## config.mk

```make
export PLATFORM = sky130hd
export DESIGN_NAME = sync_framed_command_decoder_core_flat
export DESIGN_NICKNAME = d
export VERILOG_FILES = /design/src/hdl/sfcd_pkg.sv /design/src/hdl/sfcd_if.sv /design/src/hdl/sfcd_cell.sv /design/src/hdl/sfcd_framer.sv /design/src/hdl/sfcd_decoder.sv /design/src/hdl/sync_framed_command_decoder_core.sv /design/src/flat_wrapper.sv
export SDC_FILE = /design/constraint.sdc
export NUM_CORES = 1
export LEC_CHECK = 0
export ABC_CLOCK_PERIOD_IN_PS = 23400
export BUFFER_PORTS_ARGS = -buffer_cell sky130_fd_sc_hd__buf_4
export CAP_MARGIN = 10
export CORE_ASPECT_RATIO = 1.1
export CORE_MARGIN = 2
export CORE_UTILIZATION = 55
export DETAILED_ROUTE_END_ITERATION = 16
export PLACE_DENSITY = 0.78
export SYNTH_ARGS = -nofsm -noshare
export SYNTH_HDL_FRONTEND = slang
export SYNTH_SLANG_ARGS = --single-unit
```

## constraint.sdc

```tcl
create_clock -name clk -period 23.4 [get_ports clk]
set_clock_uncertainty 0.1 [all_clocks]
set_input_delay 1.17 -clock clk [delete_from_list [all_inputs] [get_ports clk]]
set_output_delay 1.17 -clock clk [all_outputs]
set_load 0.05 [all_outputs]
```

## src/hdl/sfcd_pkg.sv

```systemverilog
`timescale 1ns / 1ps
// ----------------------------------------------------------------------------
// sfcd_pkg
// Shared types and constants of the sync-framed command decoder.
// ----------------------------------------------------------------------------
package sfcd_pkg;

    localparam logic [7:0] SYNC_FIRST  = 8'hA5;
    localparam logic [7:0] SYNC_SECOND = 8'h5A;

    // Frame bytes 2..14 live in the byte chain while byte 15 arrives.
    localparam int CHAIN_LEN = 13;

    localparam logic [7:0] TYPE_TX   = 8'd1;
    localparam logic [7:0] TYPE_PING = 8'd2;
    localparam logic [7:0] TYPE_RATE = 8'd3;

    localparam logic [3:0]  DLC_MAX  = 4'd8;
    localparam logic [31:0] RATE_MIN = 32'd125000;
    localparam logic [31:0] RATE_MAX = 32'd1000000;

    localparam logic [1:0] ACT_TX     = 2'd0;
    localparam logic [1:0] ACT_PONG   = 2'd1;
    localparam logic [1:0] ACT_RATE   = 2'd2;
    localparam logic [1:0] ACT_STATUS = 2'd3;

    localparam logic [1:0] ST_BAD_TYPE = 2'd0;
    localparam logic [1:0] ST_BAD_DLC  = 2'd1;
    localparam logic [1:0] ST_BAD_RATE = 2'd2;

    typedef logic [7:0] byte_t;

    typedef struct packed {
        logic [1:0]  action;
        logic [1:0]  report_code;
        logic [7:0]  tag;
        logic [10:0] can_id;
        logic [3:0]  dlc;
        logic [63:0] payload;
        logic [31:0] argument;
    } result_t;

    // Framer to decoder control.
    typedef struct packed {
        logic shift;  // a byte is accepted this cycle
        logic done;   // the accepted byte completes a frame
    } frame_ctl_t;

endpackage

```

## src/hdl/sfcd_if.sv

```systemverilog
`timescale 1ns / 1ps
// ----------------------------------------------------------------------------
// sfcd_byte_if / sfcd_result_if
// Valid/ready channels for incoming bytes and decoded results.
// ----------------------------------------------------------------------------
interface sfcd_byte_if;
    import sfcd_pkg::*;
    logic  valid;
    logic  ready;
    byte_t byte_in;
    modport source (output valid, output byte_in, input ready);
    modport sink   (input valid, input byte_in, output ready);
endinterface

interface sfcd_result_if;
    import sfcd_pkg::*;
    logic        valid;
    logic        ready;
    logic [1:0]  action;
    logic [1:0]  report_code;
    logic [7:0]  tag;
    logic [10:0] can_id;
    logic [3:0]  dlc;
    logic [63:0] payload;
    logic [31:0] argument;
    modport source (output valid, output action, output report_code, output tag,
                    output can_id, output dlc, output payload, output argument,
                    input ready);
    modport sink   (input valid, input action, input report_code, input tag,
                    input can_id, input dlc, input payload, input argument,
                    output ready);
endinterface

```

## src/hdl/sfcd_cell.sv

```systemverilog
`timescale 1ns / 1ps
// ----------------------------------------------------------------------------
// sfcd_cell
// One byte stage of the frame chain; loads its input byte on each shift.
// ----------------------------------------------------------------------------
module sfcd_cell (
    input  logic          clk,
    input  logic          shift,
    input  sfcd_pkg::byte_t d,
    output sfcd_pkg::byte_t q
);
    import sfcd_pkg::*;

    byte_t data_reg;
    byte_t data_next;

    assign data_next = shift ? d : data_reg;

    always_ff @(posedge clk)
    begin
        data_reg <= data_next;
    end

    assign q = data_reg;

endmodule

```

## src/hdl/sfcd_framer.sv

```systemverilog
`timescale 1ns / 1ps
// ----------------------------------------------------------------------------
// sfcd_framer
// Sync hunt and frame position counter.
// ----------------------------------------------------------------------------
module sfcd_framer (
    input  logic                 clk,
    input  logic                 rst_n,
    input  logic                 accept,
    input  sfcd_pkg::byte_t      byte_in,
    output sfcd_pkg::frame_ctl_t ctl
);
    import sfcd_pkg::*;

    localparam logic [3:0] POS_HUNT  = 4'd0;
    localparam logic [3:0] POS_SYNC1 = 4'd1;
    localparam logic [3:0] POS_BODY  = 4'd2;
    localparam logic [3:0] POS_LAST  = 4'd15;

    logic [3:0] pos_reg;
    logic [3:0] pos_next;

    always_comb
    begin
        pos_next = pos_reg;
        if (accept)
        begin
            priority if (pos_reg == POS_HUNT)
            begin
                if (byte_in == SYNC_FIRST)
                    pos_next = POS_SYNC1;
            end
            else if (pos_reg == POS_SYNC1)
            begin
                if (byte_in == SYNC_SECOND)
                    pos_next = POS_BODY;
                else if (byte_in != SYNC_FIRST)
                    pos_next = POS_HUNT;
            end
            else if (pos_reg == POS_LAST)
                pos_next = POS_HUNT;
            else
                pos_next = pos_reg + 4'd1;
        end
    end

    always_ff @(posedge clk or negedge rst_n)
    begin
        if (!rst_n)
            pos_reg <= POS_HUNT;
        else
            pos_reg <= pos_next;
    end

    assign ctl.shift = accept;
    assign ctl.done  = accept && (pos_reg == POS_LAST);

    // After the first sync byte the hunt can only restart, hold or advance.
    a_sync1_next: assert property (@(posedge clk) disable iff (!rst_n)
        (accept && pos_reg == POS_SYNC1) |=>
            (pos_reg == POS_HUNT || pos_reg == POS_SYNC1 || pos_reg == POS_BODY))
        else $error("framer left the first sync state illegally");

    // A completed frame always sends the counter back to hunting.
    a_done_hunt: assert property (@(posedge clk) disable iff (!rst_n)
        ctl.done |=> (pos_reg == POS_HUNT))
        else $error("framer did not return to hunt after a frame");

endmodule

```

## src/hdl/sfcd_decoder.sv

```systemverilog
`timescale 1ns / 1ps
// ----------------------------------------------------------------------------
// sfcd_decoder
// Decodes a completed frame by its type byte into the result register.
// ----------------------------------------------------------------------------
module sfcd_decoder (
    input  logic                 clk,
    input  logic                 rst_n,
    input  sfcd_pkg::frame_ctl_t ctl,
    input  sfcd_pkg::byte_t      chain [sfcd_pkg::CHAIN_LEN],
    input  sfcd_pkg::byte_t      byte_in,
    sfcd_result_if.source        rsp
);
    import sfcd_pkg::*;

    // Frame byte k (2..14) sits in chain[14 - k]; byte 15 is the incoming one.
    byte_t   fb [2:15];
    result_t res_next;
    result_t res_reg;
    logic    valid_reg;
    logic    valid_next;
    logic [63:0] data;
    logic [31:0] rate;
    logic [3:0]  dlc_raw;

    always_comb
    begin
        for (int k = 2; k < 15; k++)
            fb[k] = chain[14 - k];
        fb[15] = byte_in;
    end

    assign data    = {fb[15], fb[14], fb[13], fb[12], fb[11], fb[10], fb[9], fb[8]};
    assign rate    = {fb[11], fb[10], fb[9], fb[8]};
    assign dlc_raw = fb[6][3:0];

    always_comb
    begin
        res_next = '0;
        unique case (fb[2])
            TYPE_TX:
            begin
                if (dlc_raw > DLC_MAX)
                begin
                    res_next.action      = ACT_STATUS;
                    res_next.report_code = ST_BAD_DLC;
                    res_next.argument    = {28'd0, dlc_raw};
                end
                else
                begin
                    res_next.action  = ACT_TX;
                    res_next.can_id  = {fb[5][2:0], fb[4]};
                    res_next.dlc     = dlc_raw;
                    res_next.payload = data;
                end
            end
            TYPE_PING:
            begin
                res_next.action  = ACT_PONG;
                res_next.tag     = fb[3];
                res_next.payload = data;
            end
            TYPE_RATE:
            begin
                res_next.argument = rate;
                if (rate < RATE_MIN || rate > RATE_MAX)
                begin
                    res_next.action      = ACT_STATUS;
                    res_next.report_code = ST_BAD_RATE;
                end
                else
                    res_next.action = ACT_RATE;
            end
            default:
            begin
                res_next.action      = ACT_STATUS;
                res_next.report_code = ST_BAD_TYPE;
                res_next.argument    = {24'd0, fb[2]};
            end
        endcase
    end

    always_comb
    begin
        valid_next = valid_reg;
        if (ctl.done)
            valid_next = 1'b1;
        else if (rsp.ready)
            valid_next = 1'b0;
    end

    always_ff @(posedge clk or negedge rst_n)
    begin
        if (!rst_n)
            valid_reg <= 1'b0;
        else
            valid_reg <= valid_next;
    end

    always_ff @(posedge clk)
    begin
        if (ctl.done)
            res_reg <= res_next;
    end

    assign rsp.valid       = valid_reg;
    assign rsp.action      = res_reg.action;
    assign rsp.report_code = res_reg.report_code;
    assign rsp.tag         = res_reg.tag;
    assign rsp.can_id      = res_reg.can_id;
    assign rsp.dlc         = res_reg.dlc;
    assign rsp.payload     = res_reg.payload;
    assign rsp.argument    = res_reg.argument;

    // Every completed frame shows up as a valid result on the next cycle.
    a_done_valid: assert property (@(posedge clk) disable iff (!rst_n)
        ctl.done |=> valid_reg)
        else $error("completed frame produced no result");

    // A transmit request never carries a DLC above eight.
    a_tx_dlc: assert property (@(posedge clk) disable iff (!rst_n)
        (valid_reg && res_reg.action == ACT_TX) |-> (res_reg.dlc <= DLC_MAX))
        else $error("transmit request with an oversized DLC");

endmodule

```

## src/hdl/sync_framed_command_decoder_core.sv

```systemverilog
`timescale 1ns / 1ps
// ----------------------------------------------------------------------------
// sync_framed_command_decoder_core
// Hunts the A5 5A sync pair in a byte stream, gathers 16-byte frames and
// decodes each into a transmit, pong, bitrate or status result.
// ----------------------------------------------------------------------------
//
//   Channel  Role    Payload                                    Per request
//   cmd      sink    byte_in                                    one raw byte
//   rsp      source  action, report_code, tag, can_id, dlc,     one decoded
//                    payload, argument                          frame
//
// One byte is taken every cycle while cmd.ready is high; the byte that
// completes a frame yields a result in the output register in the next
// cycle, and the next byte may be taken in that same cycle. The 13-cell
// byte chain shifts once per accepted byte. cmd.ready drops only while a
// result is held unclaimed in the output register and rsp.ready is low.
// Reset returns the framer to the sync hunt and empties the output
// register; the byte chain holds no reset.
// ----------------------------------------------------------------------------
module sync_framed_command_decoder_core (
    input  logic          clk,
    input  logic          rst_n,
    sfcd_byte_if.sink     cmd,
    sfcd_result_if.source rsp
);
    import sfcd_pkg::*;

    logic       accept;
    frame_ctl_t ctl;
    byte_t      chain [CHAIN_LEN];

    // A new request is taken whenever the result slot is free or drains now.
    assign cmd.ready = !rsp.valid || rsp.ready;
    assign accept    = cmd.valid && cmd.ready;

    sfcd_framer u_framer (
        .clk     (clk),
        .rst_n   (rst_n),
        .accept  (accept),
        .byte_in (cmd.byte_in),
        .ctl     (ctl)
    );

    // The chain shifts on every accepted byte, so when byte 15 of a frame
    // arrives the cells hold bytes 14 down to 2 in order.
    for (genvar i = 0; i < CHAIN_LEN; i++)
    begin : g_chain
        if (i == 0)
        begin : g_head
            sfcd_cell u_cell (
                .clk   (clk),
                .shift (ctl.shift),
                .d     (cmd.byte_in),
                .q     (chain[i])
            );
        end
        else
        begin : g_body
            sfcd_cell u_cell (
                .clk   (clk),
                .shift (ctl.shift),
                .d     (chain[i-1]),
                .q     (chain[i])
            );
        end
    end

    sfcd_decoder u_decoder (
        .clk     (clk),
        .rst_n   (rst_n),
        .ctl     (ctl),
        .chain   (chain),
        .byte_in (cmd.byte_in),
        .rsp     (rsp)
    );

endmodule
```

## src/flat_wrapper.sv

```systemverilog
// flat-port wrapper written by rule: the top's interface ports become plain ports
module sync_framed_command_decoder_core_flat import sfcd_pkg::*;
  (clk, rst_n, cmd_valid, cmd_byte_in, cmd_ready, rsp_valid, rsp_action, rsp_report_code, rsp_tag, rsp_can_id, rsp_dlc, rsp_payload, rsp_argument, rsp_ready);
  sfcd_byte_if cmd_i ();
  sfcd_result_if rsp_i ();
  input  logic clk;
  input  logic rst_n;
  input wire logic [$bits(cmd_i.valid)-1:0] cmd_valid;
  input wire logic [$bits(cmd_i.byte_in)-1:0] cmd_byte_in;
  output wire logic [$bits(cmd_i.ready)-1:0] cmd_ready;
  output wire logic [$bits(rsp_i.valid)-1:0] rsp_valid;
  output wire logic [$bits(rsp_i.action)-1:0] rsp_action;
  output wire logic [$bits(rsp_i.report_code)-1:0] rsp_report_code;
  output wire logic [$bits(rsp_i.tag)-1:0] rsp_tag;
  output wire logic [$bits(rsp_i.can_id)-1:0] rsp_can_id;
  output wire logic [$bits(rsp_i.dlc)-1:0] rsp_dlc;
  output wire logic [$bits(rsp_i.payload)-1:0] rsp_payload;
  output wire logic [$bits(rsp_i.argument)-1:0] rsp_argument;
  input wire logic [$bits(rsp_i.ready)-1:0] rsp_ready;
  assign cmd_i.valid = cmd_valid;
  assign cmd_i.byte_in = cmd_byte_in;
  assign cmd_ready = cmd_i.ready;
  assign rsp_valid = rsp_i.valid;
  assign rsp_action = rsp_i.action;
  assign rsp_report_code = rsp_i.report_code;
  assign rsp_tag = rsp_i.tag;
  assign rsp_can_id = rsp_i.can_id;
  assign rsp_dlc = rsp_i.dlc;
  assign rsp_payload = rsp_i.payload;
  assign rsp_argument = rsp_i.argument;
  assign rsp_i.ready = rsp_ready;
  sync_framed_command_decoder_core u_core (.clk(clk), .rst_n(rst_n), .cmd(cmd_i), .rsp(rsp_i));
endmodule
```

After elaboration in Yosys (flattened, before gate mapping)
Index checks and enable logic that the tools add are counted.
Operators by class
  $add $sub $neg: 1
  order comparisons: 3
  equality and inequality tests: 10
  muxes and demuxes: 18
  bitwise gates (word level): 1
  reduce and logical (&&, ||, !) cells: 9
Operators with widths (number)
  case mux 64 bit (2 select lines): 1
  case mux 32 bit (3 select lines): 1
  two-way mux 64 bit: 1
  > comparator 32 x 20 -> 1 bit, second input constant: 1
  less-than comparator 32 x 17 -> 1 bit, second input constant: 1
  two-way mux 4 bit: 7
  equality test 8 x 2 -> 1 bit, second input constant: 2
  equality test 8 x 1 -> 1 bit, second input constant: 1
  equality test 8 x 7 -> 1 bit, second input constant: 1
  equality test 8 bit, second input constant: 1
  inequality test 8 bit, second input constant: 1
  case mux 2 bit (3 select lines): 1
  adder 4 x 1 -> 4 bit, second input constant: 1
  equality test 4 x 1 -> 1 bit, second input constant: 1
  equality test 4 bit, second input constant: 1
  > comparator 4 bit, second input constant: 1
  logical NOT 4 bit: 1
  two-way mux 1 bit: 4
  two-way mux 2 bit: 2
  inequality test 4 x 2 -> 1 bit, second input constant: 1
  case mux 2 bit (2 select lines): 1
  AND reduction 3 bit: 1
  logical AND 1 bit: 2
  logical OR 1 bit: 2
  5 further kinds: 5
Word-level totals
  bits in registers: 232

Logic depth before layout (Yosys ltp)
  depth in word-level cells: 5
  gate-level depth with buffers: 7
  gate-level depth less buffers: 7

Hierarchy
Synthesis repeated with hierarchy kept, for this count alone.
Unflattened totals
  cells, all modules: 452
  area, all modules: 8314.2 µm²
By module, submodules not included
  sfcd_decoder: times used 1, cells an instance 306, area an instance 4804.6 µm², seq. area each 3718.6 µm²
  sfcd_cell: times used 13, cells an instance 8, area an instance 240.2 µm², seq. area each 240.2 µm²
  sfcd_framer: times used 1, cells an instance 40, area an instance 364.1 µm², seq. area each 100.1 µm²
  sync_framed_command_decoder_core: times used 1, cells an instance 2, area an instance 22.5 µm², seq. area each 0.0 µm²

Worst setup path after synthesis
No wires, ideal clock.
  path type: in2reg
  from: input port rsp_ready
  to: register u_core.u_decoder.res_reg (netlist bit u_core.u_decoder.rsp.action[0]), enable pin
  arrival time: 9784 ps
  path slack: 12910 ps
  cell stages on the path: 4
  path buffers: 0
  path through: nand2b_1 > and2_1 > nand2_1 > nor2_1
On the way
  cells in the longest elaborated chain, start to end: 3
Ends and longest elaborated chain
  start: declaration: line flat_wrapper.sv:19  | input wire logic [$bits(rsp_i.ready)-1:0] rsp_ready;
  logical OR 1 bit: line sync_framed_command_decoder_core.sv:34  | assign cmd.ready = !rsp.valid || rsp.ready;
  logical AND 1 bit: line sync_framed_command_decoder_core.sv:35  | assign accept = cmd.valid && cmd.ready;
  via u_core.accept: line sync_framed_command_decoder_core.sv:29  | logic accept;
  logical AND 1 bit: line sfcd_framer.sv:56  | assign ctl.done = accept && (pos_reg == POS_LAST);
  end signal: assignment: line sfcd_decoder.sv:103  | res_reg <= res_next;
  end: declaration: line sfcd_decoder.sv:19  | result_t res_reg;
The timed path passes the listed nets, and every way through them passes these cells.
A chain may end at the register's enable or synchronous reset.

Final worst setup path
  from: input port rsp_ready
  to: register u_core.u_decoder.res_reg (netlist bit u_core.u_decoder.rsp.argument[3]), enable pin
The elaborated chain is that of the path after synthesis.

==> flow_results.xml <==
<?xml version="1.0" encoding="UTF-8"?>
<metrics>
  <group name="power_and_ir_drop">
    <metric name="comb_power_share" unit="">0.064</metric>
    <metric name="pwr_density" unit="nW/µm²">85.7</metric>
    <metric name="p_switching" unit="µW">190</metric>
    <metric name="design_internal_power" unit="µW">685</metric>
    <metric name="sequential_power_share" unit="">0.568</metric>
    <metric name="power_switching_share" unit="">0.217</metric>
    <metric name="pwr-share-clk" unit="">0.367</metric>
    <metric name="p_total" unit="µW">875</metric>
    <metric name="max-vdd-ir-drop" unit="V">0.0000653</metric>
    <metric name="lkg_pwr" unit="nW">4.00</metric>
  </group>
  <group name="route">
    <metric name="met3RoutedLength" unit="µm">1230</metric>
    <metric name="routed-wl-met2" unit="µm">7490</metric>
    <metric name="detail_route.wirelength.met1" unit="µm">5500</metric>
    <metric name="drt_pass1_iterations" unit="">7</metric>
    <metric name="via_per_inst" unit="">5.23</metric>
    <metric name="postRouteAntennaNets" unit="">0</metric>
    <metric name="route.detailed.wl_per_inst" unit="µm">17.9</metric>
    <metric name="top_signal_layer_used" unit="">met4</metric>
    <metric name="postRouteWirelength" unit="µm">14500</metric>
    <metric name="drt_drc_violations_left" unit="">0</metric>
    <metric name="dr_total_vias" unit="">4230</metric>
    <metric name="drt_iter0_markers" unit="">263</metric>
  </group>
  <group name="critical_path">
    <metric name="worstPathRequired" unit="ns">23.41</metric>
    <metric name="setup.worst_path.end_class" unit="">flip-flop</metric>
    <metric name="worst_path_largest_cell_delay" unit="ns">0.73</metric>
    <metric name="critPathSlowestCell" unit="">buf_4</metric>
    <metric name="cpMostUsedCell" unit="">buf_4</metric>
    <metric name="timing.reg2reg.worst_path_depth" unit="">6</metric>
    <metric name="cp_cell_sequence" unit="">buf_4, nand2b_1, and2_4, nand2_1, nor2_4, buf_4, buf_4</metric>
    <metric name="cp_max_fo" unit="">68</metric>
    <metric name="crit_arrival" unit="ns">3.74</metric>
    <metric name="setup.worst_path.start_class" unit="">input port</metric>
    <metric name="critical_path_class" unit="">input port to flip-flop</metric>
  </group>
  <group name="sta">
    <metric name="worst-slew-pin-transition" unit="ns">1.01</metric>
    <metric name="timing.final.crit_share" unit="">0.160</metric>
    <metric name="fin_tns_setup" unit="ns">0</metric>
    <metric name="hold_slack" unit="ns">0.319</metric>
    <metric name="timing.final.hold_violations" unit="">0</metric>
    <metric name="max_freq" unit="MHz">268</metric>
    <metric name="final-max-slew-violation-count" unit="">0</metric>
    <metric name="setup_violating_endpoint_count_in_the_final_report" unit="">0</metric>
    <metric name="fin_ws" unit="ns">19.67</metric>
    <metric name="worst_slew_margin_rel" unit="">0.326</metric>
    <metric name="period_minus_slack" unit="ns">3.73</metric>
    <metric name="grt_setup_unrepaired" unit="">false</metric>
  </group>
  <group name="cells_and_area">
    <metric name="largest_register_ff_count" unit="">96</metric>
    <metric name="synthToLayoutAreaGrowth" unit="%">22.4</metric>
    <metric name="layout.nets" unit="">615</metric>
    <metric name="fin_cells" unit="">809</metric>
    <metric name="insertedDiodeCount" unit="">0</metric>
    <metric name="design_area" unit="µm²">10200</metric>
    <metric name="layout-drive-gt1-share" unit="">0.290</metric>
    <metric name="postLayoutCoreUtil" unit="">0.683</metric>
  </group>
  <group name="floorplanning">
    <metric name="die_x" unit="µm">121</metric>
    <metric name="core_ar" unit="µm²">14900</metric>
    <metric name="floorplan.die_area" unit="µm²">16200</metric>
    <metric name="dieHeight" unit="µm">133</metric>
    <metric name="floorplan.io_pins" unit="">137</metric>
    <metric name="fp-row-count" unit="">47</metric>
    <metric name="floorplan.initialDensity" unit="">0.558</metric>
  </group>
  <group name="clock_network">
    <metric name="tritoncts" unit="">done</metric>
    <metric name="cts_setup_buffers" unit="">0</metric>
    <metric name="clk-insertion-delay-late" unit="ns">0.49</metric>
    <metric name="holdBufCountCts" unit="">0</metric>
    <metric name="count_of_cells_resized_by_post_cts_repair" unit="">0</metric>
    <metric name="cts.reportedPaths.clkPinSlew" unit="ns">0.06</metric>
    <metric name="htree_levels" unit="">1</metric>
    <metric name="cts-root-buf" unit="">clkbuf_16</metric>
    <metric name="cts.sink_count" unit="">232</metric>
    <metric name="max-clock-path-buffers" unit="">3</metric>
    <metric name="cts-buffers-inserted" unit="">21</metric>
  </group>
  <group name="placed_design">
    <metric name="numPortBuffers" unit="">136</metric>
    <metric name="dp_slack" unit="ns">19.11</metric>
    <metric name="placedCellCount" unit="">773</metric>
    <metric name="detailedPlacementHpwl" unit="µm">9540</metric>
    <metric name="finalWeightedCongestion" unit="">0.889</metric>
    <metric name="detailed_place.area" unit="µm²">9560</metric>
  </group>
  <group name="run_status">
    <metric name="outcome" unit="">completed</metric>
  </group>
  <group name="synthesis">
    <metric name="post_synthesis_average_cell_area" unit="µm²">18.6</metric>
    <metric name="synth-compound-area-share" unit="">0.0261</metric>
    <metric name="synth_top_flop_cell" unit="">edfxtp_1</metric>
    <metric name="yosys_warnings" unit="">0</metric>
    <metric name="synthAdderAreaFrac" unit="">0.00450</metric>
    <metric name="main_combinational_cell_family_by_area_after_synthesis" unit="">simple AND/OR/NAND/NOR gates</metric>
    <metric name="yosys-mux-area-fraction" unit="">0.00360</metric>
    <metric name="number_of_flops_mapped_to_enable_cells_by_yosys" unit="">227</metric>
    <metric name="syn-cell-area" unit="µm²">8340</metric>
    <metric name="sequential_share_of_the_synthesized_area" unit="">0.832</metric>
    <metric name="synthSimpleGateAreaFrac" unit="">0.120</metric>
    <metric name="synth_cell_types" unit="">42</metric>
    <metric name="cell_count_after_synthesis" unit="">449</metric>
    <metric name="synth-async-reset-ratio" unit="">0.0216</metric>
    <metric name="synth_xor_area_frac" unit="">0</metric>
    <metric name="yosys_register_bits" unit="">232</metric>
    <metric name="synth_fp_nets" unit="">464</metric>
  </group>
  <group name="global_routing">
    <metric name="remaining_overflow_grt" unit="">0</metric>
    <metric name="grt_antenna_before_repair" unit="">0</metric>
    <metric name="grt_pass1_vias" unit="">4332</metric>
    <metric name="grt.total_usage" unit="">0.177</metric>
    <metric name="grt_start_max_net_pins" unit="">69</metric>
    <metric name="grt_first_pass_wirelength" unit="µm">22300</metric>
  </group>
  <group name="hold_path">
    <metric name="timing.hold.worst_path_depth" unit="">0</metric>
    <metric name="min-delay-path-class" unit="">flip-flop to flip-flop</metric>
  </group>
  <group name="run">
    <metric name="maxCapViolations" unit="">0</metric>
  </group>
</metrics>
==> cell families after synthesis <==
kind of cell	count (synthesis)
compound gates	30
fa+ha+maj	3
buf+inv	18
flops	232
mux	3
simple gates	163
==> Yosys cell counts, types with 2 or more instances <==
cell	instances	area, µm²
nor3_1	4	20.0
buf_2	2	10.0
and3_1	2	12.5
a21o_1	4	30.0
nor2b_1	3	18.8
ha_1	3	37.5
o21bai_1	2	15.0
dfrtp_1	5	125
and2_1	110	688
a22oi_1	3	22.5
nand2b_1	3	18.8
edfxtp_1	227	6820
o21ai_0	6	30.0
or4_1	3	22.5
nor2_1	9	33.8
a21boi_0	2	15.0
nand2_1	11	41.3
nand4_1	3	18.8
inv_1	6	22.5
buf_6	5	56.3
mux2i_1	3	30.0
a21oi_1	4	20.0
nor4bb_1	3	30.0
clkbuf_1	4	15.0
nor4_1	5	31.3
==> layout make-up <==
| class | instances | area, µm² |
|---|---|---|
| Multi-Input combinational cell | 199 | 1300 |
| Timing Repair Buffer | 140 | 1050 |
| Sequential cell | 232 | 6940 |
| Tap cell | 196 | 245 |
| Inverter | 6 | 22.5 |
| Clock buffer | 24 | 537 |
| Fill cell | 990 | 4730 |
| Clock inverter | 12 | 106 |
==> cells in the final DEF (no fill, tap or decap), drive strengths merged <==
master    count
dfrtp         5
a21boi        3
nor4          5
nor2b         3
nand2        11
clkinvlp      1
o21bai        2
inv           6
o31ai         1
or4           4
clkbuf       24
edfxtp      227
bufinv        2
a31oi         1
a22oi         3
a211o         1
nand4         3
nor2          9
nand2b        3
nand3         1
ha            3
a2bb2oi       1
a21oi         4
o41ai         1
and3          2
a2111oi       1
or3           1
o31a          1
and2        111
nand4b        1
mux2i         3
buf         140
clkinv        9
o21ai         6
a21o          5
and4          1
nor4bb        3
nor3          5
==> final timing paths <==
path,start,endpoint,slack [ns]
min in group asynchronous,rst_n,u_core.u_decoder.rsp.valid$_DFFE_PN0P_,0.38
hold / removal,u_core.g_chain[8].g_body.u_cell.q[5]$_DFFE_PP_,u_core.g_chain[9].g_body.u_cell.q[5]$_DFFE_PP_,0.32
hold reg to reg,u_core.g_chain[8].g_body.u_cell.q[5]$_DFFE_PP_,u_core.g_chain[9].g_body.u_cell.q[5]$_DFFE_PP_,0.32
max in group asynchronous,rst_n,u_core.u_framer.pos_reg[0]$_DFFE_PN0P_,22.71
setup reg to reg,u_core.u_decoder.rsp.valid$_DFFE_PN0P_,u_core.u_decoder.rsp.argument[3]$_DFFE_PP_,20.06
setup / recovery,rsp_ready,u_core.u_decoder.rsp.argument[3]$_DFFE_PP_,19.67
==> power by group through the flow <==
stage | clock network (mW) | logic (mW) | registers, mW
finish | 0.321 | 0.0563 | 0.497
global route | 0.344 | 0.0619 | 0.499
CTS | 0.329 | 0.0560 | 0.497
detailed placement | 0 | 0.0560 | 0.505
global placement | 0 | 0.0526 | 0.504
floorplan | 0 | 0.0324 | 0.509
==> layer usage <==
metal | vias to the layer above | global-route usage
li1 | 1976 | -
met1 | 2077 | 0.213
met2 | 153 | 0.308
met3 | 24 | 0.0604
met4 | 0 | 0.0415
met5 | - | 0
==> critical path, delay by kind of cell <==
kind | cells | cell delay (ns)
buffers and inverters | 3 | 1.38
and+or+nand+nor | 4 | 1.10
(Power assumes the default switching activity.)
